## config.mk

```make
export PLATFORM = sky130hd
export DESIGN_NAME = swmv_queue
export DESIGN_NICKNAME = d
export VERILOG_FILES = /design/src/rtl/swmv_pkg.sv /design/src/rtl/swmv_queue.sv
export SDC_FILE = /design/constraint.sdc
export NUM_CORES = 1
export LEC_CHECK = 0
export BUFFER_PORTS_ARGS = -buffer_cell sky130_fd_sc_hd__buf_4
export CAP_MARGIN = 20
export CORE_AREA = 4 4 156 83
export CTS_CLUSTER_DIAMETER = 60
export DETAILED_ROUTE_END_ITERATION = 16
export DIE_AREA = 0 0 160 87
export PLACE_DENSITY = 0.81
export SYNTH_ARGS = -nofsm -noshare
export SYNTH_HDL_FRONTEND = slang
export SYNTH_SLANG_ARGS = --single-unit
```

## constraint.sdc

```tcl
create_clock -name clk -period 9.2 [get_ports clk]
set_clock_uncertainty 0.2 [all_clocks]
set_input_delay 2.76 -clock clk [delete_from_list [all_inputs] [get_ports clk]]
set_output_delay 2.76 -clock clk [all_outputs]
set_load 0.05 [all_outputs]
```

## src/rtl/swmv_pkg.sv

```systemverilog
// Shared constants, width functions and status types for the sliding-window statistics block.
`timescale 1ns / 1ps

package swmv_pkg;

    localparam int DEFAULT_MAX_WINDOW = 64;

    localparam int SAMPLE_W  = 16;
    localparam int MEAN_W    = 24;
    localparam int VAR_W     = 39;
    localparam int HELD_W    = 7;
    localparam int LEN_W     = 7;
    localparam int LEN_RESET = 64;
    localparam int LEN_MIN   = 2;
    localparam int FRAC_W    = 8;

    localparam int QUEUE_DEPTH        = 2;
    localparam int DIV_BITS_PER_CYCLE = 2;

    typedef struct packed {
        logic full;
        logic empty;
    } queue_stat_t;

    typedef struct packed {
        logic busy;
        logic done;
    } div_stat_t;

    // Ring index width.
    function int idx_w(input int p);
        return $clog2(p);
    endfunction

    // Sample count width, able to hold the window length itself.
    function int cnt_w(input int p);
        return $clog2(p + 1);
    endfunction

    // Signed running sum width.
    function int sum_w(input int p);
        return SAMPLE_W + $clog2(p);
    endfunction

    // Unsigned sum of squares width.
    function int sq_w(input int p);
        return 2 * SAMPLE_W - 1 + $clog2(p);
    endfunction

    // Width of n*sumsq and of sum^2, whichever is wider.
    function int num_w(input int p);
        int pa;
        int pb;
        pa = cnt_w(p) + sq_w(p);
        pb = 2 * sum_w(p);
        return (pa > pb) ? pa : pb;
    endfunction

    function int dvd_w(input int p);
        return num_w(p) + FRAC_W;
    endfunction

    function int den_w(input int p);
        return 2 * cnt_w(p);
    endfunction

    function int job_w(input int p);
        return sum_w(p) + sq_w(p) + cnt_w(p);
    endfunction

endpackage

```

## src/rtl/swmv_queue.sv

```systemverilog
// Short job queue between the front end and the arithmetic back end.
`timescale 1ns / 1ps

module swmv_queue #(
    parameter int DATA_W = swmv_pkg::job_w(swmv_pkg::DEFAULT_MAX_WINDOW)
) (
    input  logic                  clk,
    input  logic                  rst_n,
    input  logic                  push,
    input  logic [DATA_W-1:0]     push_data,
    input  logic                  pop,
    output logic [DATA_W-1:0]     pop_data,
    output swmv_pkg::queue_stat_t stat
);

    localparam int DEPTH = swmv_pkg::QUEUE_DEPTH;
    localparam int PTR_W = (DEPTH > 1) ? $clog2(DEPTH) : 1;
    localparam int CNT_W = $clog2(DEPTH + 1);

    logic [DATA_W-1:0] slots [DEPTH];
    logic [PTR_W-1:0]  wr_ptr_reg;
    logic [PTR_W-1:0]  rd_ptr_reg;
    logic [CNT_W-1:0]  count_reg;
    logic [CNT_W-1:0]  count_next;
    logic              do_push;
    logic              do_pop;

    assign stat.full  = (count_reg == CNT_W'(DEPTH));
    assign stat.empty = (count_reg == '0);
    assign do_push    = push && !stat.full;
    assign do_pop     = pop && !stat.empty;
    assign pop_data   = slots[rd_ptr_reg];

    always_comb
    begin
        case ({do_push, do_pop})
            2'b10:   count_next = count_reg + CNT_W'(1);
            2'b01:   count_next = count_reg - CNT_W'(1);
            default: count_next = count_reg;
        endcase
    end

    always_ff @(posedge clk or negedge rst_n)
    begin
        if (!rst_n)
        begin
            wr_ptr_reg <= '0;
            rd_ptr_reg <= '0;
            count_reg  <= '0;
        end
        else
        begin
            count_reg <= count_next;
            if (do_push)
            begin
                wr_ptr_reg <= (wr_ptr_reg == PTR_W'(DEPTH - 1)) ? '0 : wr_ptr_reg + PTR_W'(1);
            end
            if (do_pop)
            begin
                rd_ptr_reg <= (rd_ptr_reg == PTR_W'(DEPTH - 1)) ? '0 : rd_ptr_reg + PTR_W'(1);
            end
        end
    end

    always_ff @(posedge clk)
    begin
        if (do_push)
        begin
            slots[wr_ptr_reg] <= push_data;
        end
    end

endmodule

```

==> metrics.md <==
| Metric | Value |
|---|---|
| Hold WC Path Type | `reg2reg` |
| Buffers added on ports | `137` |
| Synth unique cells | `16` |
| Post-DP HPWL | `6300 um` |
| CP max-delay cell | `dfrtp_4` |
| Peak VDD IR | `0.259 mV` |
| Number of remaining DRC errors | `0` |
| Initial DRT Pass Iterations | `4` |
| First-pass GRT wire length | `15100 um` |
| Layout Area Growth over Synthesis | `36.7%` |
| I/O pin count | `138` |
| Max Slew Vio Count | `0` |
| Gr usage total | `0.145` |
| Outcome | `finished clean` |
| Mux cell area share after synthesis | `0.169` |
| Multi-input logic area | `955 um2` |
| Worst EP arrival | `2.20 ns` |
| Worst Setup Start Kind | `register` |
| Crit Path Max Fanout | `67` |
| Final setup violation count | `0` |
| Hold Crit Depth | `1` |
| Largest net degree at the start of global routing | `68` |
| Post-CTS Setup Inserts | `0` |
| Vias | `2564` |
| YS warnings | `0` |
| Largest family of logic cells by synthesized area | `multiplexers` |
| Post_cts resized | `0` |
| HP Start | `count_reg[1]` |
| Synth Area in Compound Gates | `0` |
| Slew @ Worst Pin | `1.08 ns` |
| CP required | `6.24 ns` |
| Cell row count | `28` |
| Root buf cell | `clkbuf_16` |
| CTS max path bufs | `2` |
| Max transition margin | `0.281` |
| Synth Register Bits | `136` |
| GPL Wtd Cong | `0.807` |
| Worst-path clk slew | `0.06 ns` |
| Cts hold-fix bufs | `0` |
| Leakage | `2.71 nW` |
| Reg2Reg Setup Slack | `7.08 ns` |
| Worst Reg-to-Reg Cells | `4` |
| Total die area | `13900 um2` |
| Iteration-0 DRC Markers | `101` |
| Max reg flops | `132` |
| Worst R2R Start | `count_reg[0]` |
| Cell family with most CP delay | `flip-flops` |
| CTS tree | `yes` |
| CP bufs+invs | `1` |
| Layout Utilization | `0.599` |
| Mapped Cells | `223` |
| Fill count | `852` |
| Hold_ws | `0.304 ns` |
| Htree depth | `4` |
| Via density | `4.77` |
| Synth async-reset ratio | `0.0294` |
| Unrepaired setup endpoints after global routing | `no` |
| CTS buffer count | `17` |
| Crit path largest cell delay | `1.13 ns` |
| Inserted Diodes | `0` |
| Initial antenna violation count | `0` |
| Share of the synthesized area in the top cell type | `0.782` |
| Number of synthesized flops with an enable pin | `132` |
| Register area | `4070 um2` |
| CTS sink count | `136` |
| Synth cell count leaders | `132 x edfxtp_1, 36 x mux2_2, 30 x mux2_4` |
| Core Region | `11600 um2` |
| Worst-Skew Late Latency | `0.40 ns` |
| Simple-Gate Fraction of Synth Area | `0.00666` |
| Crit share post-route | `0.561` |
| # Max-Cap Violations | `0` |
| Xor and xnor area share after synthesis | `0.00864` |
| Crit-path cells | `mux2_2 -> buf_4` |
| WHS Endpoint | `count_reg[1]` |
| CP Capture Type | `primary output` |
| Pre-CTS worst setup slack | `4.45 ns` |
| Syn nets | `294` |
| Layout cell share with drive strength beyond 1 | `0.618` |
| Tmin final | `5.16 ns` |
| Reg2reg end | `slots[0][11]` |
| Post-Syn Area | `5070 um2` |
| Final WS setup | `4.04 ns` |
| Leading area contributor after synthesis | `edfxtp_1` |
| Worst Setup Path Type | `reg2out` |
| Final hold vios | `0` |
| WL/cell | `18.2 um` |
| Setup TNS | `0 ns` |
| PD cells | `402 nW/um2` |
| Top cells by area, synth | `edfxtp_1 78%, mux2_4 8.9%, mux2_2 8.0%, dfrtp_1 2.0%, buf_6 0.67%` |
| Overall power | `2.78 mW` |
| Vert. Die Dim | `87 um` |
| Adder-cell share of the synthesized area | `0.00247` |
| Chip width | `160 um` |
| Vias in the first global route | `2803` |
| Starting Density | `0.439` |
| Nets | `445` |
| Drt total wl | `9770 um` |
| Most frequent cell after synthesis | `edfxtp_1` |
| Sequential area share after synthesis | `0.802` |
| Grt ovf | `0` |
| Most used DFF post-synth | `edfxtp_1` |
| Max Freq | `194 MHz` |
| Mean cell area of the mapped netlist | `22.7 um2` |
| ANT nets after route | `0` |
[worst reg2reg max path, delay by kind of cell, from the launching register on]
kind	cells	cell delay (ns)
flip-flops	1	0.41
AND/OR/NAND/NOR	3	0.41
buffers and inverters	1	0.69
[through the flow]
stage / instance area, um2 / instances
detailed placement: 6260 / 505
CTS: 6930 / 537
global route: 6930 / 537
global placement: 6260 / 505
finish: 6930 / 537
floorplan: 5070 / 223
[layer usage]
metal  routed length (um)  share of wire  GRT usage  vias to the layer above
met2                 4250           0.44      0.219                      110
met3                  956          0.098     0.0619                       10
met1                 4460           0.46      0.187                     1253
met5                    0              0          0                        -
li1                     -              -          -                     1191
met4                  104          0.011     0.0617                        0
[final cells by class]
type | instances | share of cell area
clock buffer | 17 | 0.0614
clock inverter | 15 | 0.0356
inverter | 1 | 0.000542
multi-input combinational | 79 | 0.138
sequential | 136 | 0.587
tap | 150 | 0.0271
timing repair buffer | 139 | 0.151
[cell usage in the layout, fill, tap and decap left out]
cell       count
inv_6          3
nor2_4         1
bufinv_16      6
dfrtp_1        3
and3_2         1
dfrtp_4        1
nand2b_1       1
xnor2_1        3
clkbuf_16     17
nor2_1         2
clkinv_2       2
mux2_4        30
xor2_1         2
buf_4        139
ha_1           1
clkinv_1       1
nand2_1        1
mux2_2        36
inv_1          1
nor2b_1        1
clkinv_4       3
edfxtp_1     132
[power by group]
part,internal [mW],total [mW],switching [mW]
clock,0.510,0.764,0.253
sequential,0.851,0.957,0.106
combinational,0.384,1.06,0.680
total,1.75,2.78,1.04
[kinds of logic after synthesis]
logic type                 Yosys count
muxes                               66
xor gates and xnor gates             5
buffers and inverters                8
adders and majority gates            1
DFF                                136
and+or+nand+nor                      7
[worst max-delay path by stage]
stage,start,end,cells past startpoint
2_1_floorplan,push,slots[0][0],2
3_3_place_gp,rd_ptr_reg,pop_data[65],2
3_5_place_dp,rd_ptr_reg,pop_data[50],2
4_1_cts,rd_ptr_reg,pop_data[50],2
5_1_grt,rd_ptr_reg,pop_data[36],2
6_report,rd_ptr_reg,pop_data[36],2
No activity file was read; power rests on OpenSTA's default activity.
