--- src/rtl/swmv_pkg.sv ---
// Shared constants, width functions and status types for the sliding-window statistics block.
`timescale 1ns / 1ps

package swmv_pkg;

    localparam int DEFAULT_MAX_WINDOW = 64;

    localparam int SAMPLE_W  = 16;
    localparam int MEAN_W    = 24;
    localparam int VAR_W     = 39;
    localparam int HELD_W    = 7;
    localparam int LEN_W     = 7;
    localparam int LEN_RESET = 64;
    localparam int LEN_MIN   = 2;
    localparam int FRAC_W    = 8;

    localparam int QUEUE_DEPTH        = 2;
    localparam int DIV_BITS_PER_CYCLE = 2;

    typedef struct packed {
        logic full;
        logic empty;
    } queue_stat_t;

    typedef struct packed {
        logic busy;
        logic done;
    } div_stat_t;

    // Ring index width.
    function int idx_w(input int p);
        return $clog2(p);
    endfunction

    // Sample count width, able to hold the window length itself.
    function int cnt_w(input int p);
        return $clog2(p + 1);
    endfunction

    // Signed running sum width.
    function int sum_w(input int p);
        return SAMPLE_W + $clog2(p);
    endfunction

    // Unsigned sum of squares width.
    function int sq_w(input int p);
        return 2 * SAMPLE_W - 1 + $clog2(p);
    endfunction

    // Width of n*sumsq and of sum^2, whichever is wider.
    function int num_w(input int p);
        int pa;
        int pb;
        pa = cnt_w(p) + sq_w(p);
        pb = 2 * sum_w(p);
        return (pa > pb) ? pa : pb;
    endfunction

    function int dvd_w(input int p);
        return num_w(p) + FRAC_W;
    endfunction

    function int den_w(input int p);
        return 2 * cnt_w(p);
    endfunction

    function int job_w(input int p);
        return sum_w(p) + sq_w(p) + cnt_w(p);
    endfunction

endpackage

--- src/rtl/swmv_front.sv ---
// Front end: takes samples, keeps the ring and the running sums, and queues one job per sample.
`timescale 1ns / 1ps

module swmv_front #(
    parameter int MAX_WINDOW = swmv_pkg::DEFAULT_MAX_WINDOW
) (
    input  logic                                          clk,
    input  logic                                          rst_n,
    input  logic                                          cfg_wr_en,
    input  logic [swmv_pkg::LEN_W-1:0]                    window_len,
    input  logic                                          in_valid,
    output logic                                          in_stall,
    input  logic signed [swmv_pkg::SAMPLE_W-1:0]          sample,
    input  swmv_pkg::queue_stat_t                         q_stat,
    output logic                                          q_push,
    output logic [swmv_pkg::job_w(MAX_WINDOW)-1:0]        q_data
);

    localparam int IDX_W    = swmv_pkg::idx_w(MAX_WINDOW);
    localparam int CNT_W    = swmv_pkg::cnt_w(MAX_WINDOW);
    localparam int SUM_W    = swmv_pkg::sum_w(MAX_WINDOW);
    localparam int SQ_W     = swmv_pkg::sq_w(MAX_WINDOW);
    localparam int SAMPLE_W = swmv_pkg::SAMPLE_W;
    localparam int LEN_W    = swmv_pkg::LEN_W;
    localparam int PSQ_W    = 2 * SAMPLE_W - 1;
    localparam int LEN_INIT = (swmv_pkg::LEN_RESET > MAX_WINDOW) ? MAX_WINDOW
                                                                 : swmv_pkg::LEN_RESET;

    typedef enum logic [1:0] {
        F_IDLE   = 2'b01,
        F_UPDATE = 2'b10
    } front_state_t;

    front_state_t state_reg, state_next;

    logic [CNT_W-1:0]           win_len_reg;
    logic [IDX_W-1:0]           write_slot_reg;
    logic [CNT_W-1:0]           held_reg;
    logic [SUM_W-1:0]           sum_reg;
    logic [SQ_W-1:0]            sq_reg;

    logic signed [SAMPLE_W-1:0] sample_reg;
    logic [PSQ_W-1:0]           x_sq_reg;
    logic [IDX_W-1:0]           slot_reg;
    logic signed [SAMPLE_W-1:0] old_reg;

    logic signed [SAMPLE_W-1:0] ring [MAX_WINDOW];

    logic                       accept;
    logic [CNT_W-1:0]           len_clamped;
    logic [CNT_W+LEN_W-1:0]     len_wide;
    logic [CNT_W+IDX_W-1:0]     wslot_wide;
    logic [CNT_W+IDX_W-1:0]     slot_wide;
    logic [CNT_W-1:0]           slot_inc;
    logic [IDX_W-1:0]           slot_sel;
    logic [IDX_W-1:0]           slot_next;
    logic                       window_full;
    logic [CNT_W-1:0]           held_next;
    logic [SUM_W-1:0]           sum_next;
    logic [SQ_W-1:0]            sq_next;
    logic signed [31:0]         sample_prod;
    logic signed [31:0]         old_prod;
    logic [SUM_W-1:0]           x_ext;
    logic [SUM_W-1:0]           old_ext;
    logic [SQ_W-1:0]            x_sq_ext;
    logic [SQ_W-1:0]            old_sq_ext;

    assign accept   = in_valid && !in_stall;
    assign in_stall = !((state_reg == F_IDLE) && !q_stat.full);

    // Window length written out of range is pulled back to 2..MAX_WINDOW.
    assign len_wide = {{CNT_W{1'b0}}, window_len};

    always_comb
    begin
        if (window_len < LEN_W'(swmv_pkg::LEN_MIN))
        begin
            len_clamped = CNT_W'(swmv_pkg::LEN_MIN);
        end
        else if (32'(window_len) > 32'(MAX_WINDOW))
        begin
            len_clamped = CNT_W'(MAX_WINDOW);
        end
        else
        begin
            len_clamped = len_wide[CNT_W-1:0];
        end
    end

    assign wslot_wide = {{CNT_W{1'b0}}, write_slot_reg};
    assign slot_sel   = (wslot_wide[CNT_W-1:0] >= win_len_reg) ? '0 : write_slot_reg;

    assign slot_wide = {{CNT_W{1'b0}}, slot_reg};
    assign slot_inc  = slot_wide[CNT_W-1:0] + CNT_W'(1);
    assign slot_next = (slot_inc >= win_len_reg) ? '0 : slot_inc[IDX_W-1:0];

    assign sample_prod = sample * sample;
    assign old_prod    = old_reg * old_reg;

    assign x_ext      = {{(SUM_W-SAMPLE_W){sample_reg[SAMPLE_W-1]}}, sample_reg};
    assign old_ext    = {{(SUM_W-SAMPLE_W){old_reg[SAMPLE_W-1]}}, old_reg};
    assign x_sq_ext   = {{(SQ_W-PSQ_W){1'b0}}, x_sq_reg};
    assign old_sq_ext = {{(SQ_W-PSQ_W){1'b0}}, old_prod[PSQ_W-1:0]};

    // A full window drops its oldest sample, which sits in the slot about to be written.
    assign window_full = (held_reg >= win_len_reg);
    assign held_next   = window_full ? held_reg : held_reg + CNT_W'(1);
    assign sum_next    = sum_reg - (window_full ? old_ext : '0) + x_ext;
    assign sq_next     = sq_reg - (window_full ? old_sq_ext : '0) + x_sq_ext;

    assign q_push = (state_reg == F_UPDATE);
    assign q_data = {sum_next, sq_next, held_next};

    always_comb
    begin
        state_next = state_reg;
        unique case (state_reg)
            F_IDLE:
            begin
                if (accept)
                begin
                    state_next = F_UPDATE;
                end
            end
            F_UPDATE:
            begin
                state_next = F_IDLE;
            end
            default:
            begin
                state_next = F_IDLE;
            end
        endcase
    end

    always_ff @(posedge clk or negedge rst_n)
    begin
        if (!rst_n)
        begin
            state_reg      <= F_IDLE;
            win_len_reg    <= CNT_W'(LEN_INIT);
            write_slot_reg <= '0;
            held_reg       <= '0;
            sum_reg        <= '0;
            sq_reg         <= '0;
        end
        else if (cfg_wr_en)
        begin
            state_reg      <= F_IDLE;
            win_len_reg    <= len_clamped;
            write_slot_reg <= '0;
            held_reg       <= '0;
            sum_reg        <= '0;
            sq_reg         <= '0;
        end
        else
        begin
            state_reg <= state_next;
            if (state_reg == F_UPDATE)
            begin
                write_slot_reg <= slot_next;
                held_reg       <= held_next;
                sum_reg        <= sum_next;
                sq_reg         <= sq_next;
            end
        end
    end

    always_ff @(posedge clk)
    begin
        if (accept)
        begin
            sample_reg <= sample;
            x_sq_reg   <= sample_prod[PSQ_W-1:0];
            slot_reg   <= slot_sel;
        end
    end

    // Sample ring: read of the oldest sample on acceptance, write of the new one in the following cycle.
    always_ff @(posedge clk)
    begin
        if (state_reg == F_UPDATE)
        begin
            ring[slot_reg] <= sample_reg;
        end
        if (accept)
        begin
            old_reg <= ring[slot_sel];
        end
    end

endmodule

--- config.mk ---
export PLATFORM = sky130hd
export DESIGN_NAME = swmv_front
export DESIGN_NICKNAME = d
export VERILOG_FILES = /design/src/rtl/swmv_pkg.sv /design/src/rtl/swmv_front.sv
export SDC_FILE = /design/constraint.sdc
export NUM_CORES = 2
export LEC_CHECK = 0
export BUFFER_PORTS_ARGS = -buffer_cell sky130_fd_sc_hd__buf_2
export CAP_MARGIN = 0
export CORE_MARGIN = 3
export CORE_UTILIZATION = 50
export CTS_CLUSTER_SIZE = 24
export DETAILED_ROUTE_END_ITERATION = 6
export HOLD_SLACK_MARGIN = 0.05
export PLACE_DENSITY = 0.8
export RECOVER_POWER = 25
export SLEW_MARGIN = 20
export SYNTH_ARGS = -nofsm -noshare
export SYNTH_HDL_FRONTEND = slang
export SYNTH_SLANG_ARGS = --single-unit
--- constraint.sdc ---
create_clock -name clk -period 10.7 [get_ports clk]
set_clock_uncertainty 0.15 [all_clocks]
set_input_delay 2.14 -clock clk [delete_from_list [all_inputs] [get_ports clk]]
set_output_delay 2.14 -clock clk [all_outputs]
set_load 0.02 [all_outputs]
==> metrics <==
Syn Nets 6069; top_reg_cell synth edfxtp_1; CTS tree built; Final Instance Count excl. Fillers 7488; full die area 140200 um^2; PD cells 350.3 nW/um^2; Die Y 374.4 um; largest net degree at the start of global routing 136; H-tree levels 3; WP buf/inv 9; Bufs on Longest Clock Path 3; Max Cap Violations 11; fin crit period 11.71 ns; Hold Path Sink sq_reg[5]$_DFFE_PN0P_; Worst path most repeated cell fa_1; Critical Path AT 9.42 ns; Crit-path slowest cell fa_1; Max Slew Vio Count 652; CTS Buf Count 112; FMAX 85.39 MHz; HP Class flop to flop; vias in the first global route 46460; placed instance count 7224; number of vias per cell 5.955; number of flip-flops in the largest register 1024; total power 27.00 mW; First DRT Iteration DRCs 5381; CP max stage delay 0.59 ns; WP data required 8.41 ns; synth top area cells edfxtp_1 48%, fa_1 15%, ha_1 4.6%, inv_1 4.6%, mux4_2 4.2%; core area 134100 um^2; Skew-Pair Late Insertion Delay 0.75 ns; antenna violations before repair 5; sequential share of the synthesized area 0.5128; Site Rows 134; Setup Crit Path Kind flop to primary output; Reg2Reg Launch Point old_reg[3]$_DFFE_PP_; first-pass iteration count of the detailed router 7; floorplan die width 374.4 um; DR WL/cell 23.79 um; clock slew at reported path FFs 0.06 ns; share of cells above drive strength 1 0.1745; r2r endpoint sq_reg[36]$_DFFE_PN0P_; IO Pins 97; Post-CTS Hold Fix Bufs 0; Clock Tree Root clkbuf_16; DRT antenna net count 0; sequential cell area 34810 um^2; first-pass GRT wire length 271000 um; VDD IR-drop max 0.7151 mV; FFs w/ async S/R, synth 0.06911; # clock sinks 1172; number of port buffers 95; Starting Density 0.5059; WHS Path Cells 2; Setup WS pre-CTS -0.5904 ns; FF-to-FF setup slack 1.60 ns; grt ovf 0; outcome complete, but fails checks; Top delay family on crit path adder cells; Cells after Synth 5275; worst hold path startpoint sq_reg[5]$_DFFE_PN0P_; Lkg Pwr 29.99 nW; final core occ 0.5746; largest fanout on the critical path 6; Tot GR Track Use 0.2523; crit path capture type primary output; NumNets Final 6419; worst-margin pin slew 4.216 ns; GPL Wtd Cong 0.9222; Cell Area, Synth 67850 um^2; Multi-input gate area 29890 um^2; Yosys reg bits 1172; Post-synth EDFFs 1091; DRC 2; RSZ-0062 raised after global routing yes; Hold Vio Cnt, Final 0; # setup viols final 19; R2R depth 36; relative slew slack -1.811; failing checks design-rule violations, max-capacitance violations, max-slew violations, negative setup slack; Syn. warnings 0; Total Wirelength 178100 um; area grow syn2layout 13.59%; Yosys cell types 71; top cell type's share of synthesized area 0.4828; dominant cell type by area after synthesis edfxtp_1; CP startpoint kind flop; Avg Inst Size Synth 12.86 um^2; hpwl dp 113900 um; period utilization 1.095; final setup margin -1.012 ns; number of fill cells 10010; via count 44590
[how the worst max path moves through the flow]
stage | endpoint | cells past startpoint | startpoint | slack (ns)
floorplan | q_data[33] | 34 | old_reg[5]$_DFFE_PP_ | -0.02
global placement | q_data[33] | 37 | old_reg[3]$_DFFE_PP_ | -0.48
detailed placement | q_data[33] | 37 | old_reg[3]$_DFFE_PP_ | -0.59
CTS | q_data[42] | 38 | old_reg[9]$_DFFE_PP_ | -0.95
global route | q_data[42] | 37 | old_reg[9]$_DFFE_PP_ | -1.39
finish | q_data[43] | 36 | old_reg[3]$_DFFE_PP_ | -1.01
[report_power, final]
group	internal [mW]	total, mW	leakage [nW]	switching [mW]
Clock	2.12	3.85	1.72	1.73
Sequential	5.33	5.37	10.9	0.0324
Combinational	8.35	17.8	17.3	9.44
Total	15.8	27.0	30.0	11.2
[metal layers]
layer | track usage | share of wire | vias to the layer above
li1 | - | - | 19070
met1 | 0.3186 | 0.36 | 22360
met2 | 0.4114 | 0.48 | 2606
met3 | 0.05692 | 0.11 | 556
met4 | 0.1272 | 0.056 | 4
met5 | 0 | 0.00015 | -
[metrics by stage]
stage / instance area [um^2] / hold slack, ns / setup TNS, ns
2_1_floorplan: 67880 / 0.3470 / -0.03009
3_3_place_gp: 72180 / 0.3600 / -2.316
3_5_place_dp: 72180 / 0.3668 / -2.906
4_1_cts: 76530 / 0.3746 / -10.71
5_1_grt: 77060 / 0.3860 / -18.64
6_report: 77070 / 0.3746 / -12.48
[what timing repair did]
action / CTS / global route
setup buffers: 35 / 22
gates resized for setup: 129 / 89
pin swaps: 73 / 53
setup endpoints to repair: 21 / 23
[Yosys cell counts, types with 11 or more instances]
| library cell | count |
|---|---|
| nand3_1 | 31 |
| nor3_1 | 27 |
| clkbuf_1 | 173 |
| or3_1 | 11 |
| dfrtp_1 | 79 |
| fa_1 | 514 |
| o21ai_0 | 164 |
| o22ai_1 | 82 |
| o21bai_1 | 19 |
| a211oi_1 | 14 |
| a211o_1 | 18 |
| nand4_1 | 12 |
| nand2b_1 | 26 |
| buf_1 | 40 |
| a21o_1 | 83 |
| o21a_1 | 14 |
| edfxtp_1 | 1091 |
| nand2_1 | 370 |
| inv_1 | 836 |
| ha_1 | 251 |
| a21oi_1 | 331 |
| buf_2 | 19 |
| xor2_1 | 38 |
| nor2b_1 | 28 |
| xnor2_1 | 107 |
| and2_1 | 87 |
| mux2_2 | 67 |
| and3_1 | 17 |
| o221ai_1 | 129 |
| mux4_2 | 128 |
| mux2i_1 | 65 |
| nor2_1 | 286 |
[cells in the final DEF (no fill, tap or decap), types with 149 or more instances in the layout]
cell type / synthesis / routed
a21oi_1: 331 / 315
buf_4: 1 / 357
edfxtp_1: 1091 / 1091
fa_1: 514 / 501
ha_1: 251 / 231
inv_1: 836 / 821
nand2_1: 370 / 359
nor2_1: 286 / 267
o21ai_0: 164 / 149
[logic make-up (layout without fill, tap and decap cells)]
group | Yosys count | after routing | synth area share
buffers and inverters | 1074 | 1513 | 0.05993
other | 0 | 6 | 0
and+or+nand+nor | 936 | 936 | 0.06178
adders and majority gates | 765 | 765 | 0.1979
xor gates and xnor gates | 145 | 145 | 0.01872
DFF | 1172 | 1172 | 0.5128
muxes | 260 | 260 | 0.06319
AOI/OAI and AO/OA | 923 | 923 | 0.08569
[tightest hold or removal path, stage by stage, from the launching register on]
cell     delay [ns]
dfrtp_1        0.37
nand2_1        0.06
a21oi_1        0.06
[area by class of cell]
cell class,instances,share of cell area
Antenna cell,6,0.0001948
Clock buffer,138,0.03789
Multi-Input combinational cell,3029,0.3878
Inverter,840,0.04093
Tap cell,1768,0.02870
Timing Repair Buffer,470,0.04469
Sequential cell,1172,0.4516
Clock inverter,65,0.008182
Power figures use the tool's default switching activity.
