[src/rtl/swmv_pkg.sv]
// Shared constants, width functions and status types for the sliding-window statistics block.
`timescale 1ns / 1ps

package swmv_pkg;

    localparam int DEFAULT_MAX_WINDOW = 64;

    localparam int SAMPLE_W  = 16;
    localparam int MEAN_W    = 24;
    localparam int VAR_W     = 39;
    localparam int HELD_W    = 7;
    localparam int LEN_W     = 7;
    localparam int LEN_RESET = 64;
    localparam int LEN_MIN   = 2;
    localparam int FRAC_W    = 8;

    localparam int QUEUE_DEPTH        = 2;
    localparam int DIV_BITS_PER_CYCLE = 2;

    typedef struct packed {
        logic full;
        logic empty;
    } queue_stat_t;

    typedef struct packed {
        logic busy;
        logic done;
    } div_stat_t;

    // Ring index width.
    function int idx_w(input int p);
        return $clog2(p);
    endfunction

    // Sample count width, able to hold the window length itself.
    function int cnt_w(input int p);
        return $clog2(p + 1);
    endfunction

    // Signed running sum width.
    function int sum_w(input int p);
        return SAMPLE_W + $clog2(p);
    endfunction

    // Unsigned sum of squares width.
    function int sq_w(input int p);
        return 2 * SAMPLE_W - 1 + $clog2(p);
    endfunction

    // Width of n*sumsq and of sum^2, whichever is wider.
    function int num_w(input int p);
        int pa;
        int pb;
        pa = cnt_w(p) + sq_w(p);
        pb = 2 * sum_w(p);
        return (pa > pb) ? pa : pb;
    endfunction

    function int dvd_w(input int p);
        return num_w(p) + FRAC_W;
    endfunction

    function int den_w(input int p);
        return 2 * cnt_w(p);
    endfunction

    function int job_w(input int p);
        return sum_w(p) + sq_w(p) + cnt_w(p);
    endfunction

endpackage

[src/rtl/swmv_back.sv]
// Back end: turns a queued job into floored mean and sample variance and holds the result.
`timescale 1ns / 1ps

module swmv_back #(
    parameter int MAX_WINDOW = swmv_pkg::DEFAULT_MAX_WINDOW
) (
    input  logic                                   clk,
    input  logic                                   rst_n,
    input  swmv_pkg::queue_stat_t                  q_stat,
    input  logic [swmv_pkg::job_w(MAX_WINDOW)-1:0] q_data,
    output logic                                   q_pop,
    output logic                                   div_start,
    output logic [swmv_pkg::dvd_w(MAX_WINDOW)-1:0] div_dividend,
    output logic [swmv_pkg::den_w(MAX_WINDOW)-1:0] div_divisor,
    input  swmv_pkg::div_stat_t                    div_stat,
    input  logic [swmv_pkg::dvd_w(MAX_WINDOW)-1:0] div_quotient,
    input  logic [swmv_pkg::den_w(MAX_WINDOW)-1:0] div_remainder,
    output logic                                   out_valid,
    input  logic                                   out_stall,
    output logic signed [swmv_pkg::MEAN_W-1:0]     mean_q8,
    output logic [swmv_pkg::VAR_W-1:0]             variance_q8,
    output logic [swmv_pkg::HELD_W-1:0]            samples_held
);

    localparam int CNT_W  = swmv_pkg::cnt_w(MAX_WINDOW);
    localparam int SUM_W  = swmv_pkg::sum_w(MAX_WINDOW);
    localparam int SQ_W   = swmv_pkg::sq_w(MAX_WINDOW);
    localparam int NUM_W  = swmv_pkg::num_w(MAX_WINDOW);
    localparam int DVD_W  = swmv_pkg::dvd_w(MAX_WINDOW);
    localparam int DEN_W  = swmv_pkg::den_w(MAX_WINDOW);
    localparam int FRAC_W = swmv_pkg::FRAC_W;
    localparam int MEAN_W = swmv_pkg::MEAN_W;
    localparam int VAR_W  = swmv_pkg::VAR_W;
    localparam int HELD_W = swmv_pkg::HELD_W;
    localparam int PA_W   = CNT_W + SQ_W;
    localparam int PB_W   = 2 * SUM_W;
    localparam int MD_W   = SUM_W + FRAC_W;

    typedef enum logic [5:0] {
        B_IDLE     = 6'b000001,
        B_MUL      = 6'b000010,
        B_SUB      = 6'b000100,
        B_DIV_VAR  = 6'b001000,
        B_DIV_MEAN = 6'b010000,
        B_DONE     = 6'b100000
    } back_state_t;

    back_state_t state_reg, state_next;

    logic [SUM_W-1:0]   sum_reg;
    logic [SQ_W-1:0]    sq_reg;
    logic [CNT_W-1:0]   n_reg;
    logic [PA_W-1:0]    prod_a_reg;
    logic [PB_W-1:0]    prod_b_reg;
    logic [DEN_W-1:0]   den_reg;
    logic [VAR_W-1:0]   var_res_reg;
    logic [MEAN_W-1:0]  mean_res_reg;
    logic               out_valid_reg;
    logic [MEAN_W-1:0]  mean_out_reg;
    logic [VAR_W-1:0]   var_out_reg;
    logic [HELD_W-1:0]  held_out_reg;

    logic               sum_neg;
    logic [SUM_W-1:0]   mag;
    logic [PA_W-1:0]    prod_a_next;
    logic [PB_W-1:0]    prod_b_next;
    logic [DEN_W-1:0]   den_next;
    logic [NUM_W+PA_W-1:0] a_wide;
    logic [NUM_W+PB_W-1:0] b_wide;
    logic [NUM_W-1:0]   var_num;
    logic [DVD_W-1:0]   var_dvd;
    logic [DVD_W+MD_W-1:0] mean_wide;
    logic [DVD_W-1:0]   mean_dvd;
    logic [DEN_W-1:0]   n_ext;
    logic [MEAN_W-1:0]  q_low;
    logic [MEAN_W-1:0]  q_adj;
    logic [MEAN_W-1:0]  mean_res_next;
    logic [VAR_W-1:0]   var_res_next;
    logic [CNT_W+HELD_W-1:0] held_wide;
    logic               out_load;

    assign sum_neg = sum_reg[SUM_W-1];
    assign mag     = sum_neg ? (~sum_reg + SUM_W'(1)) : sum_reg;

    assign prod_a_next = {{SQ_W{1'b0}}, n_reg} * {{CNT_W{1'b0}}, sq_reg};
    assign prod_b_next = {{SUM_W{1'b0}}, mag} * {{SUM_W{1'b0}}, mag};
    assign den_next    = {{CNT_W{1'b0}}, n_reg} * {{CNT_W{1'b0}}, n_reg - CNT_W'(1)};

    // n*sumsq - sum^2 is never negative.
    assign a_wide  = {{NUM_W{1'b0}}, prod_a_reg};
    assign b_wide  = {{NUM_W{1'b0}}, prod_b_reg};
    assign var_num = a_wide[NUM_W-1:0] - b_wide[NUM_W-1:0];
    assign var_dvd = {var_num, {FRAC_W{1'b0}}};

    assign mean_wide = {{DVD_W{1'b0}}, mag, {FRAC_W{1'b0}}};
    assign mean_dvd  = mean_wide[DVD_W-1:0];
    assign n_ext     = {{CNT_W{1'b0}}, n_reg};

    assign div_start    = (state_reg == B_SUB) || ((state_reg == B_DIV_VAR) && div_stat.done);
    assign div_dividend = (state_reg == B_SUB) ? var_dvd : mean_dvd;
    assign div_divisor  = (state_reg == B_SUB) ? den_reg : n_ext;

    // A single sample has no spread; the divisor is zero then and the quotient is dropped.
    assign var_res_next = (n_reg < CNT_W'(2)) ? '0 : div_quotient[VAR_W-1:0];

    // Floor of a negative mean: negate the magnitude quotient, rounded up on a remainder.
    assign q_low         = div_quotient[MEAN_W-1:0];
    assign q_adj         = q_low + ((div_remainder != '0) ? MEAN_W'(1) : '0);
    assign mean_res_next = sum_neg ? (~q_adj + MEAN_W'(1)) : q_low;

    assign held_wide = {{HELD_W{1'b0}}, n_reg};

    assign q_pop    = (state_reg == B_IDLE) && !q_stat.empty;
    assign out_load = (state_reg == B_DONE) && (!out_valid_reg || !out_stall);

    assign out_valid    = out_valid_reg;
    assign mean_q8      = $signed(mean_out_reg);
    assign variance_q8  = var_out_reg;
    assign samples_held = held_out_reg;

    always_comb
    begin
        state_next = state_reg;
        unique case (state_reg)
            B_IDLE:
            begin
                if (!q_stat.empty)
                begin
                    state_next = B_MUL;
                end
            end
            B_MUL:
            begin
                state_next = B_SUB;
            end
            B_SUB:
            begin
                state_next = B_DIV_VAR;
            end
            B_DIV_VAR:
            begin
                if (div_stat.done)
                begin
                    state_next = B_DIV_MEAN;
                end
            end
            B_DIV_MEAN:
            begin
                if (div_stat.done)
                begin
                    state_next = B_DONE;
                end
            end
            B_DONE:
            begin
                if (out_load)
                begin
                    state_next = B_IDLE;
                end
            end
            default:
            begin
                state_next = B_IDLE;
            end
        endcase
    end

    always_ff @(posedge clk or negedge rst_n)
    begin
        if (!rst_n)
        begin
            state_reg     <= B_IDLE;
            out_valid_reg <= 1'b0;
        end
        else
        begin
            state_reg <= state_next;
            if (out_load)
            begin
                out_valid_reg <= 1'b1;
            end
            else if (!out_stall)
            begin
                out_valid_reg <= 1'b0;
            end
        end
    end

    always_ff @(posedge clk)
    begin
        if (q_pop)
        begin
            {sum_reg, sq_reg, n_reg} <= q_data;
        end
        if (state_reg == B_MUL)
        begin
            prod_a_reg <= prod_a_next;
            prod_b_reg <= prod_b_next;
            den_reg    <= den_next;
        end
        if ((state_reg == B_DIV_VAR) && div_stat.done)
        begin
            var_res_reg <= var_res_next;
        end
        if ((state_reg == B_DIV_MEAN) && div_stat.done)
        begin
            mean_res_reg <= mean_res_next;
        end
        if (out_load)
        begin
            mean_out_reg <= mean_res_reg;
            var_out_reg  <= var_res_reg;
            held_out_reg <= held_wide[HELD_W-1:0];
        end
    end

endmodule

[config.mk]
export PLATFORM = sky130hd
export DESIGN_NAME = swmv_back
export DESIGN_NICKNAME = d
export VERILOG_FILES = /design/src/rtl/swmv_pkg.sv /design/src/rtl/swmv_back.sv
export SDC_FILE = /design/constraint.sdc
export NUM_CORES = 2
export LEC_CHECK = 0
export BUFFER_PORTS_ARGS = -buffer_cell sky130_fd_sc_hd__buf_2
export CAP_MARGIN = 10
export CORE_ASPECT_RATIO = 1.4
export CORE_MARGIN = 1
export CORE_UTILIZATION = 55
export CTS_BUF_LIST = sky130_fd_sc_hd__clkbuf_2
export CTS_CLUSTER_DIAMETER = 100
export DETAILED_ROUTE_END_ITERATION = 10
export PLACE_DENSITY = 0.74
export SLEW_MARGIN = 20
export SYNTH_ARGS = -nofsm -noshare
export SYNTH_HDL_FRONTEND = slang
export SYNTH_SLANG_ARGS = --single-unit
[constraint.sdc]
create_clock -name clk -period 10.4 [get_ports clk]
set_input_delay 2.08 -clock clk [delete_from_list [all_inputs] [get_ports clk]]
set_output_delay 2.08 -clock clk [all_outputs]
set_load 0.01 [all_outputs]
==> results.py <==
metrics = {
    "run_status": {
        "outcome": "complete, no violations",
    },
    "worst_setup_path": {
        "startpoint_type": "register",
        "cp_max_fo": 13,
        "cp.required_ns": 11.16,
        "crit_arrival_ns": 10.66,
        "crit_family": "adder cells",
        "crit_top_cell": "fa_1",
        "r2r-start": "sum_reg[3]$_DFFE_PP_",
        "endpoint_kind": "register",
        "cp.depth": 33,
        "ff2ff_path_depth": 33,
        "path_class": "register to register",
        "slowest_stage": "or4_4",
        "slowest_delay_ns": 0.61,
        "cp-startpoint": "sum_reg[3]$_DFFE_PP_",
        "crit_end": "prod_b_reg[42]$_DFFE_PP_",
        "reg2reg_slack_ns": 0.50,
        "r2r_end": "prod_b_reg[42]$_DFFE_PP_",
        "worst-path-buf-inv": 10,
    },
    "synthesis": {
        "synth.distinct_cells": 80,
        "syn_inst": 3780,
        "ys_seq_area_share_pct": 24.65,
        "synthArstFlopShare_pct": 2.288,
        "synth_edf_count": 299,
        "synth.avg_cell_area_um2": 9.825,
        "ys_seq_elements": 306,
        "synth_warnings": 0,
        "synth.top_cell.area_share_pct": 29.33,
        "yosys.area.top_type": "fa_1",
        "syn-cell-area_um2": 37140,
        "synth.area.top_cells": "fa_1, edfxtp_1, ha_1",
        "synth-main-ff-cell": "edfxtp_1",
    },
    "timing": {
        "maxSlewViolCount": 0,
        "clock.fmax_mhz": 101.0,
        "hold_viol": 0,
        "setup_viol": 0,
        "layout_min_cycle_time_ns": 9.902,
        "fin_worst_skew_ns": 0.1242,
        "fin_crit_sh_pct": 95.21,
        "slew_headroom_pct": 33.03,
        "worst_pin_slew_ns": 1.002,
        "rsz0062_at_grt": "no",
        "setup_tns_ns": 0,
        "fin_ws_ns": 0.4984,
    },
    "route": {
        "ant_nets": 0,
        "routed.top_layer": "met5",
        "first_pass_iters": 5,
        "wl_met3_mm": 5.982,
        "vias_per_cell": 5.508,
        "drt_iter0_drc": 1455,
        "avgRoutedWirePerCell_um": 18.09,
        "wl_met1_mm": 34.00,
        "drc": 0,
        "met2_length_mm": 45.47,
        "wl_mm": 90.06,
        "routed-via-count": 27420,
    },
    "floorplan": {
        "std_cell_rows": 112,
        "io_pins": 278,
        "die_area_um2": 68580,
        "core_area_um2": 66700,
        "die_h_um": 309.5,
        "initial_utilization_pct": 55.67,
        "die_w_um": 221.6,
    },
    "final_layout": {
        "finish.net_count": 5051,
        "largest_reg_flops": 44,
        "postLayoutCellArea_um2": 40300,
        "area_growth_pct": 8.524,
        "postLayoutCoreUtil_pct": 60.42,
        "final_cell_mix": "inv_1, fa_1, nand2_1",
        "final_common_cell": "inv_1",
        "drive_gt1_share_pct": 11.41,
    },
    "cts": {
        "cts_resized": 0,
        "post_cts_buffers": 0,
        "clkSinkCount": 306,
        "cts_tree": "built",
        "insertion_delay_ns": 1.09,
        "htree_num_levels": 3,
        "clock_path_buffers": 3,
        "hold_buffers": 0,
        "cts.reportedPaths.clkPinSlew_ns": 0.12,
        "root_buffer": "clkbuf_2",
        "numCtsBuffers": 77,
    },
    "global_route": {
        "antenna_found_initial": 8,
        "grt_pass1_wl_mm": 145.9,
        "grt-ovfl-total": 0,
        "track_usage_pct": 27.25,
        "grt_pass1_vias": 28590,
        "grt_max_degree": 88,
    },
    "place": {
        "hpwl_mm": 71.96,
        "port_buffers": 254,
        "place_ws_ns": 0.6334,
        "place.gp.congestion": 0.9473,
        "place_area_um2": 39470,
    },
    "min_path": {
        "hp-class": "register to register",
    },
    "flow_run": {
        "max-cap-violations": 0,
    },
}
## area by class of cell
class | instances | area, um^2
sequential | 306 | 9155
antenna | 4 | 10.01
multi-input combinational | 2672 | 24960
inverter | 696 | 2618
timing repair buffer | 309 | 1704
clock buffer | 107 | 535.5
clock inverter | 29 | 247.7
fill | 5645 | 26400
tap | 855 | 1070
## metal layers
metal  global-route usage, %  vias up
met3                   4.982      253
li1                        -    12730
met5                       0        -
met4                   13.52       10
met1                   32.01    13500
met2                   48.03      927
## worst register-to-register path: cells and delay by family (launching register included)
family                     cells  cell delay (ns)
xor gates and xnor gates       2             0.24
buffers and inverters         10             1.40
AOI/OAI and AO/OA              4             1.02
DFF                            1             0.50
adders and majority gates      8             3.92
and+or+nand+nor                9             2.54
## cells by family after synthesis
logic type,share of synthesized area [%]
multiplexers,0.1954
AND/OR/NAND/NOR,13.83
adder cells (fa/ha/maj),39.66
buffers and inverters,8.470
flip-flops,24.65
XOR/XNOR,4.528
AO/OA/AOI/OAI,8.642
other,0.02022
## worst min-delay path by stage
stage                                  startpoint                        end  slack [ns]  depth (start not counted)
global placement    var_res_reg[10]$_SDFFCE_PN0P_  variance_q8[10]$_DFFE_PP_        0.40                          0
global route        var_res_reg[11]$_SDFFCE_PN0P_  variance_q8[11]$_DFFE_PP_        0.43                          0
floorplan               mean_res_reg[0]$_DFFE_PP_       mean_q8[0]$_DFFE_PP_        0.40                          0
CTS                 var_res_reg[18]$_SDFFCE_PN0P_  variance_q8[18]$_DFFE_PP_        0.39                          0
detailed placement      mean_res_reg[6]$_DFFE_PP_       mean_q8[6]$_DFFE_PP_        0.40                          0
finish              var_res_reg[18]$_SDFFCE_PN0P_  variance_q8[18]$_DFFE_PP_        0.40                          0
## metrics by stage
step           std cells  hold slack, ns
2_1_floorplan       3803          0.4003
3_3_place_gp        4837          0.4009
3_5_place_dp        4837          0.4045
4_1_cts             4973          0.3913
5_1_grt             4978          0.4253
6_report            4978          0.3961
## synthesized netlist by cell type (73+ instances only)
cell type  instances
a21o_1            73
a21oi_1          165
xnor2_1          116
edfxtp_1         299
and2_1           141
clkbuf_1         108
ha_1             306
nand2_1          460
o21ai_0           94
fa_1             544
inv_1            684
nor2_1           233
Power is not shown: default switching activity piles up to over one toggle a cycle in this logic, so the estimate is an artifact.
