<file path="src/rtl/swmv_pkg.sv">
// Shared constants, width functions and status types for the sliding-window statistics block.
`timescale 1ns / 1ps

package swmv_pkg;

    localparam int DEFAULT_MAX_WINDOW = 64;

    localparam int SAMPLE_W  = 16;
    localparam int MEAN_W    = 24;
    localparam int VAR_W     = 39;
    localparam int HELD_W    = 7;
    localparam int LEN_W     = 7;
    localparam int LEN_RESET = 64;
    localparam int LEN_MIN   = 2;
    localparam int FRAC_W    = 8;

    localparam int QUEUE_DEPTH        = 2;
    localparam int DIV_BITS_PER_CYCLE = 2;

    typedef struct packed {
        logic full;
        logic empty;
    } queue_stat_t;

    typedef struct packed {
        logic busy;
        logic done;
    } div_stat_t;

    // Ring index width.
    function int idx_w(input int p);
        return $clog2(p);
    endfunction

    // Sample count width, able to hold the window length itself.
    function int cnt_w(input int p);
        return $clog2(p + 1);
    endfunction

    // Signed running sum width.
    function int sum_w(input int p);
        return SAMPLE_W + $clog2(p);
    endfunction

    // Unsigned sum of squares width.
    function int sq_w(input int p);
        return 2 * SAMPLE_W - 1 + $clog2(p);
    endfunction

    // Width of n*sumsq and of sum^2, whichever is wider.
    function int num_w(input int p);
        int pa;
        int pb;
        pa = cnt_w(p) + sq_w(p);
        pb = 2 * sum_w(p);
        return (pa > pb) ? pa : pb;
    endfunction

    function int dvd_w(input int p);
        return num_w(p) + FRAC_W;
    endfunction

    function int den_w(input int p);
        return 2 * cnt_w(p);
    endfunction

    function int job_w(input int p);
        return sum_w(p) + sq_w(p) + cnt_w(p);
    endfunction

endpackage

</file>
<file path="src/rtl/swmv_divider.sv">
// Shared restoring divider retiring two quotient bits per cycle.
`timescale 1ns / 1ps

module swmv_divider #(
    parameter int MAX_WINDOW = swmv_pkg::DEFAULT_MAX_WINDOW
) (
    input  logic                                   clk,
    input  logic                                   rst_n,
    input  logic                                   start,
    input  logic [swmv_pkg::dvd_w(MAX_WINDOW)-1:0] dividend,
    input  logic [swmv_pkg::den_w(MAX_WINDOW)-1:0] divisor,
    output swmv_pkg::div_stat_t                    stat,
    output logic [swmv_pkg::dvd_w(MAX_WINDOW)-1:0] quotient,
    output logic [swmv_pkg::den_w(MAX_WINDOW)-1:0] remainder
);

    localparam int DVD_W = swmv_pkg::dvd_w(MAX_WINDOW);
    localparam int DEN_W = swmv_pkg::den_w(MAX_WINDOW);
    localparam int STEP  = swmv_pkg::DIV_BITS_PER_CYCLE;
    localparam int ITER  = (DVD_W + STEP - 1) / STEP;
    localparam int PAD_W = ITER * STEP;
    localparam int IT_W  = (ITER > 1) ? $clog2(ITER) : 1;

    logic                   busy_reg;
    logic                   done_reg;
    logic [IT_W-1:0]        iter_reg;
    logic [PAD_W-1:0]       quo_reg;
    logic [DEN_W-1:0]       rem_reg;
    logic [DEN_W-1:0]       den_reg;

    logic [PAD_W-1:0]       quo_step;
    logic [DEN_W-1:0]       rem_step;
    logic [PAD_W+DVD_W-1:0] dvd_wide;
    logic                   load;

    assign load     = start && !busy_reg;
    assign dvd_wide = {{PAD_W{1'b0}}, dividend};

    assign stat.busy = busy_reg;
    assign stat.done = done_reg;
    assign quotient  = quo_reg[DVD_W-1:0];
    assign remainder = rem_reg;

    // Shift STEP dividend bits into the partial remainder one at a time, subtracting where each fits.
    always_comb
    begin
        logic [DEN_W:0]   trial;
        logic [PAD_W-1:0] quo_v;
        logic [DEN_W-1:0] rem_v;
        quo_v = quo_reg;
        rem_v = rem_reg;
        for (int k = 0; k < STEP; k++)
        begin
            trial = {rem_v, quo_v[PAD_W-1]};
            quo_v = {quo_v[PAD_W-2:0], 1'b0};
            if (trial >= {1'b0, den_reg})
            begin
                trial    = trial - {1'b0, den_reg};
                quo_v[0] = 1'b1;
            end
            rem_v = trial[DEN_W-1:0];
        end
        quo_step = quo_v;
        rem_step = rem_v;
    end

    always_ff @(posedge clk or negedge rst_n)
    begin
        if (!rst_n)
        begin
            busy_reg <= 1'b0;
            done_reg <= 1'b0;
            iter_reg <= '0;
        end
        else if (load)
        begin
            busy_reg <= 1'b1;
            done_reg <= 1'b0;
            iter_reg <= '0;
        end
        else if (busy_reg)
        begin
            if (iter_reg == IT_W'(ITER - 1))
            begin
                busy_reg <= 1'b0;
                done_reg <= 1'b1;
            end
            else
            begin
                iter_reg <= iter_reg + IT_W'(1);
            end
        end
        else
        begin
            done_reg <= 1'b0;
        end
    end

    always_ff @(posedge clk)
    begin
        if (load)
        begin
            quo_reg <= dvd_wide[PAD_W-1:0];
            rem_reg <= '0;
            den_reg <= divisor;
        end
        else if (busy_reg)
        begin
            quo_reg <= quo_step;
            rem_reg <= rem_step;
        end
    end

endmodule

</file>
<file path="config.mk">
export PLATFORM = sky130hd
export DESIGN_NAME = swmv_divider
export DESIGN_NICKNAME = d
export VERILOG_FILES = /design/src/rtl/swmv_pkg.sv /design/src/rtl/swmv_divider.sv
export SDC_FILE = /design/constraint.sdc
export NUM_CORES = 1
export LEC_CHECK = 0
export BUFFER_PORTS_ARGS = -buffer_cell sky130_fd_sc_hd__buf_2
export CORE_MARGIN = 1.5
export CORE_UTILIZATION = 59
export CTS_BUF_LIST = sky130_fd_sc_hd__clkbuf_8
export CTS_CLUSTER_SIZE = 16
export DETAILED_ROUTE_END_ITERATION = 10
export PLACE_DENSITY = 0.86
export SYNTH_ARGS = -nofsm -noshare
export SYNTH_HDL_FRONTEND = slang
export SYNTH_SLANG_ARGS = --single-unit
</file>
<file path="constraint.sdc">
create_clock -name clk -period 9.08 [get_ports clk]
set_input_delay 1.816 -clock clk [delete_from_list [all_inputs] [get_ports clk]]
set_output_delay 1.816 -clock clk [all_outputs]
set_load 0.02 [all_outputs]
</file>
==> results of run 1 <==
## metrics by stage
step                      hold WS (ns)  util, %
final                           0.5035    72.32
after global routing            0.5273    72.32
after CTS                       0.5019    72.32
after detailed placement        0.4913    69.74
after global placement          0.4822    69.74
after floorplan                 0.4852        -
## tightest hold or removal path, cell delays in order, from the launching register on
cell and delay (ns):
dfxtp_1 0.35, nand2_1 0.06, o21ai_1 0.05
## layout by cell type (no fill, tap or decap), types with 10 or more instances in the layout
cell      count
nand2_1     174
buf_2       136
edfxtp_1     66
ha_1         30
inv_1        26
a21oi_1      26
nor2_1       16
xnor2_1      14
o21ai_0      14
dfxtp_1      14
nand3_1      12
mux2_2       10
mux2i_1      10
## kinds of logic (layout without fill, tap and decap cells)
logic type | after synthesis | in the layout | synth area share (%)
buffers and inverters | 45 | 181 | 4.270
AO/OA/AOI/OAI | 90 | 90 | 11.79
flip-flops | 87 | 87 | 48.36
XOR/XNOR | 22 | 22 | 3.823
multiplexers | 20 | 20 | 4.221
AND/OR/NAND/NOR | 235 | 235 | 19.29
adder cells (fa/ha/maj) | 32 | 32 | 8.242
## synthesized netlist by cell type (4+ instances only)
cell / instances / area, um^2
nand3_1: 12 / 60.06
a21oi_1: 26 / 130.1
nand2b_1: 4 / 25.02
dfxtp_1: 14 / 280.3
nor3_1: 8 / 40.04
a21boi_0: 4 / 30.03
mux2_2: 10 / 112.6
mux2i_1: 10 / 100.1
or3_1: 5 / 31.28
nand4_1: 5 / 31.28
edfxtp_1: 66 / 1982
nor2_1: 16 / 60.06
o21ai_1: 8 / 40.04
ha_1: 30 / 375.4
o31ai_1: 4 / 30.03
xnor2_1: 14 / 122.6
xor2_1: 8 / 70.07
a21o_1: 5 / 37.54
dfrtp_1: 7 / 175.2
o21ai_0: 14 / 70.07
nand2_1: 175 / 656.9
inv_1: 25 / 93.84
clkbuf_1: 10 / 37.54
## how the worst min path moves through the flow
stage,start,cells after the start,slack [ns],to
CTS,remainder[4],2,0.50,remainder[4]
finish,remainder[4],2,0.50,remainder[4]
detailed placement,remainder[4],2,0.49,remainder[4]
global route,remainder[13],2,0.53,remainder[13]
global placement,remainder[13],2,0.48,remainder[13]
floorplan,iter_reg[2],1,0.49,iter_reg[2]
## area by class of cell
class | count | area share (%)
Sequential cell | 87 | 40.81
Multi-Input combinational cell | 399 | 40.02
Timing Repair Buffer | 139 | 11.77
Tap cell | 105 | 2.200
Clock buffer | 9 | 2.074
Inverter | 26 | 1.634
Clock inverter | 7 | 1.488
## routing by layer
metal	part of all wire, %	up-vias
met5	0	-
met4	1.8	0
met3	8.6	18
met2	50	193
met1	40	2048
li1	-	2105
==> results.txt, run 1 <==
WL final: 12480 um
Share of layout cells above drive strength 1: 26.54%
Crit path DAT: 4.99 ns
Setup ws final: 4.338 ns
Max H-tree Level: 3
Worst path required time: 9.32 ns
Drt drc: 0
Min cycle time layout: 4.742 ns
Crit path max fanout: 19
Avg Vias per Cell: 5.653
Fillers: 628
Maxcap violations: 0
Netlist area before placement: 0.005040 mm^2
Final slew viol count: 0
Core ar.: 0.008258 mm^2
Setup violators final: 0
Worst slew pin tran: 1.092 ns
First-pass GRT wire length: 19950 um
Worst setup path start: den_reg[1]
Fin nets: 763
EDFF count, synth: 66
M3 GR Usage: 7.815%
Post_cts resized: 0
Non-Filler Instances: 772
WS Path Type: flop to flop
Area of placed instances: 0.005759 mm^2
Place WS: 4.424 ns
CTS sink cnt: 87
Slowest stage cell, crit path: edfxtp_1
Worst R2R Start: den_reg[1]
Gr ovfl total: 0
I/O pins: 137
FF-to-FF End: remainder[10]
CTS tree: built
Antenna violations before repair: 0
Largest net degree at the start of global routing: 56
DR WL/cell: 16.16 um
Clock Root Buffer: clkbuf_8
Setup Buffers After CTS: 0
Clk_lat worst skew: 0.37 ns
Fin area: 0.005972 mm^2
Sequential cell area: 0.002437 mm^2
Number of flip-flops in the largest register: 52
Area occupied by multi-input gates: 0.002390 mm^2
Relative slew margins: 27.13%
Crit path depth: 18
Mean post-synth cell area: 9.491 um^2
Reg2reg path depth: 18
Starting Density: 61.03%
RSZ-0062 raised after global routing: false
Sequential cell area fraction in the yosys report: 48.36%
Post-CTS Hold Fix Bufs: 0
Net Count, Synth: 632
Crit share post-route: 52.22%
# rows: 33
Final HPWL DP: 9516 um
Placed cells: 756
M2 GR Usage: 49.17%
Slowest stage delay, CP: 0.43 ns
Total GRT Usage: 29.07%
Crit. End Element: flop
Synth Register Bits: 87
FF-to-FF setup slack: 4.34 ns
Vias: 4364
N_diodes: 0
Initial DRT Pass Iterations: 5
Ys async rst share: 8.046%
Top_reg_cell synth: edfxtp_1
Clock Path Buffers: 2
Final ANT Viol Nets: 0
Gpl congestion: 0.9294
Die Width: 95.43 um
Final TNS setup: 0 ns
Startpoint Class: flop
Gr busiest metal: met2
Clock transition at path regs: 0.08 ns
Status: finished clean
Vias in the first global route: 4280
Cells after Synth: 531
Hold/Removal Path Class: flop to flop
WP buf/inv: 2
Num CTS Buffers: 9
Warnings from Yosys: 0
Clock skew: 0.01359 ns
PortBufs: 136
Max Freq: 0.2109 GHz
Final Hold Viols: 0
Area growth, synth to finish: 18.50%
Initial drt markers: 298
Count of different cell masters after synthesis: 56
Die area: 0.009106 mm^2
Die height: 95.43 um
Crit path max-delay family: compound AO/OA/AOI/OAI gates
Crit-path cells: inv_1 > ha_1 > nand2b_1 > a21oi_2 > or3_1 > a21bo_2 > nand3_1 > a21boi_0 > ha_1 > nor2b_1 > o31ai_1 > a21oi_1 > a21oi_1 > o211ai_1 > a311oi_2 > buf_4 > nor3_1 > a311o_1
Met1 usage: 36.18%
CP Capture Point: remainder[10]
Power of run 1 is not shown: default switching activity piles up to over one toggle a cycle in this logic, so the estimate is an artifact.
==> inputs of run 2 (changes only) <==
--- a/config.mk
+++ b/config.mk
@@ -7,11 +7,11 @@
 export LEC_CHECK = 0
 export BUFFER_PORTS_ARGS = -buffer_cell sky130_fd_sc_hd__buf_2
 export CORE_MARGIN = 1.5
-export CORE_UTILIZATION = 59
+export CORE_UTILIZATION = 49
 export CTS_BUF_LIST = sky130_fd_sc_hd__clkbuf_8
 export CTS_CLUSTER_SIZE = 16
 export DETAILED_ROUTE_END_ITERATION = 10
-export PLACE_DENSITY = 0.86
+export PLACE_DENSITY = 0.76
 export SYNTH_ARGS = -nofsm -noshare
 export SYNTH_HDL_FRONTEND = slang
 export SYNTH_SLANG_ARGS = --single-unit
==> constraint.sdc (replaced) <==
create_clock -name clk -period 4.15 [get_ports clk]
set_input_delay 0.83 -clock clk [delete_from_list [all_inputs] [get_ports clk]]
set_output_delay 0.83 -clock clk [all_outputs]
set_load 0.02 [all_outputs]
==> run 2 against run 1 <==
Global-route usage fell by 4.5 points. First-iteration DRC count fell by 8.4%. Hold slack got worse by 0.23 ns. Fmax rose by 14%. Cell area rose by 9.8%. Sequential cell count did not move. Via count rose by 4.8%. Wire length rose by 10%. Cell count rose by 9.7%. Non-clock buffer count rose by 46. Critical path depth fell by 3. Count of clock-buffer cells in the layout did not move.
==> results.txt, run 2 (synthesis results as in run 1) <==
Status: finished clean
WP buf/inv: 2
Startpoint Class: flop
Final TNS setup: 0 ns
Commonest non-fill, non-tap cell in the layout: nand2_1
Gpl congestion: 0.9509
Core ar.: 0.009864 mm^2
Fin nets: 810
Die Width: 104.4 um
Crit-path cells: ha_2 > or3_4 > or3_4 > a21bo_4 > and2_4 > buf_4 > mux2_2 > ha_2 > nand3_2 > nor4_1 > nand4_1 > o211ai_1 > a311oi_2 > buf_4 > a311o_1
WL final: 13770 um
Largest net degree at the start of global routing: 56
I/O pins: 137
FF-to-FF setup slack: 0.006 ns
CTS sink cnt: 87
RSZ-0062 raised after global routing: true
Clock skew: 0.007117 ns
Gr ovfl total: 0
Worst slew pin tran: 1.119 ns
WS Path Type: flop to flop
Final ANT Viol Nets: 0
Die height: 104.4 um
Slowest stage delay, CP: 0.41 ns
Area growth, synth to finish: 30.06%
Antenna violations before repair: 1
Num CTS Buffers: 9
Max Freq: 0.2413 GHz
# rows: 36
First-pass GRT wire length: 21020 um
Initial DRT Pass Iterations: 5
Min cycle time layout: 4.144 ns
Final Hold Viols: 0
DR WL/cell: 16.25 um
Relative slew margins: 25.41%
Number of flip-flops in the largest register: 52
Share of layout cells above drive strength 1: 37.25%
Max H-tree Level: 3
Total GRT Usage: 24.60%
Clock Path Buffers: 2
Hold/Removal Path Class: input pin to async pin
N_diodes: 0
Maxcap violations: 0
Initial drt markers: 273
Die area: 0.01090 mm^2
Post-CTS Hold Fix Bufs: 0
Clock Root Buffer: clkbuf_8
Non-Filler Instances: 847
Most frequent cells in the layout: nand2_1, buf_2, edfxtp_1, buf_4, a21oi_1
Place WS: -0.01480 ns
Crit. End Element: flop
Final HPWL DP: 9881 um
Starting Density: 51.09%
Drt drc: 0
Placed cells: 815
Crit path max-delay family: simple AND/OR/NAND/NOR gates
Vias in the first global route: 4236
Crit path max fanout: 8
Clock transition at path regs: 0.09 ns
Slowest stage cell, crit path: or3_4
Setup violators final: 0
Avg Vias per Cell: 5.401
Crit share post-route: 99.85%
CTS tree: built
Clk_lat worst skew: 0.37 ns
Setup ws final: 0.006076 ns
Vias: 4575
PortBufs: 136
Crit path DAT: 4.40 ns
Final slew viol count: 0
Worst path required time: 4.41 ns
==> run 2: stage by stage <==
| stage | cell area [um^2] | hold WS (ns) | util [%] |
|---|---|---|---|
| after floorplan | 5075 | 0.4852 | - |
| after global placement | 6062 | 0.4636 | 61.45 |
| after detailed placement | 6062 | 0.4780 | 61.45 |
| after CTS | 6274 | 0.2631 | 63.60 |
| after global routing | 6555 | 0.2660 | 66.45 |
| final | 6555 | 0.2719 | 66.45 |
==> run 2: area by class of cell <==
| class | instances | area (um^2) |
|---|---|---|
| Tap cell | 133 | 166.4 |
| Timing Repair Buffer | 185 | 1052 |
| Clock buffer | 9 | 123.9 |
| Fill cell | 780 | 3309 |
| Clock inverter | 7 | 63.81 |
| Sequential cell | 87 | 2444 |
| Multi-Input combinational cell | 400 | 2608 |
| Inverter | 26 | 97.59 |
==> run 2: final timing paths <==
path,startpoint,to,depth (start not counted)
max,remainder[4],remainder[10],15
min,rst_n,iter_reg[1],1
max reg2reg,remainder[4],remainder[10],15
min reg2reg,remainder[13],remainder[13],2
max in group asynchronous,rst_n,iter_reg[2],1
min in group clk,remainder[13],remainder[13],2
==> run 2: layer usage <==
metal / routed length (um) / vias to the layer above / GRT usage [%]
met5: 10 / - / 0
met4: 274 / 2 / 9.325
met3: 1084 / 27 / 6.892
met2: 6626 / 189 / 39.61
met1: 5769 / 2157 / 31.45
li1: - / 2200 / -
==> run 2: worst register-to-register path, delay by kind of cell (launching register included) <==
| kind | cells | cell delay (ns) |
|---|---|---|
| DFF | 1 | 0.38 |
| adders and majority gates | 2 | 0.60 |
| buffers and inverters | 2 | 0.35 |
| AOI/OAI and AO/OA | 4 | 0.82 |
| muxes | 1 | 0.29 |
| and+or+nand+nor | 6 | 1.58 |
==> run 2: repair_timing <==
item                       CTS  global route
pin swaps                    2            20
resized for setup            4            41
setup endpoints to repair    4            15
cloned                       0             1
setup buffers                1            14
hold endpoints to repair     0             0
Power of run 2 is left out for the same reason.
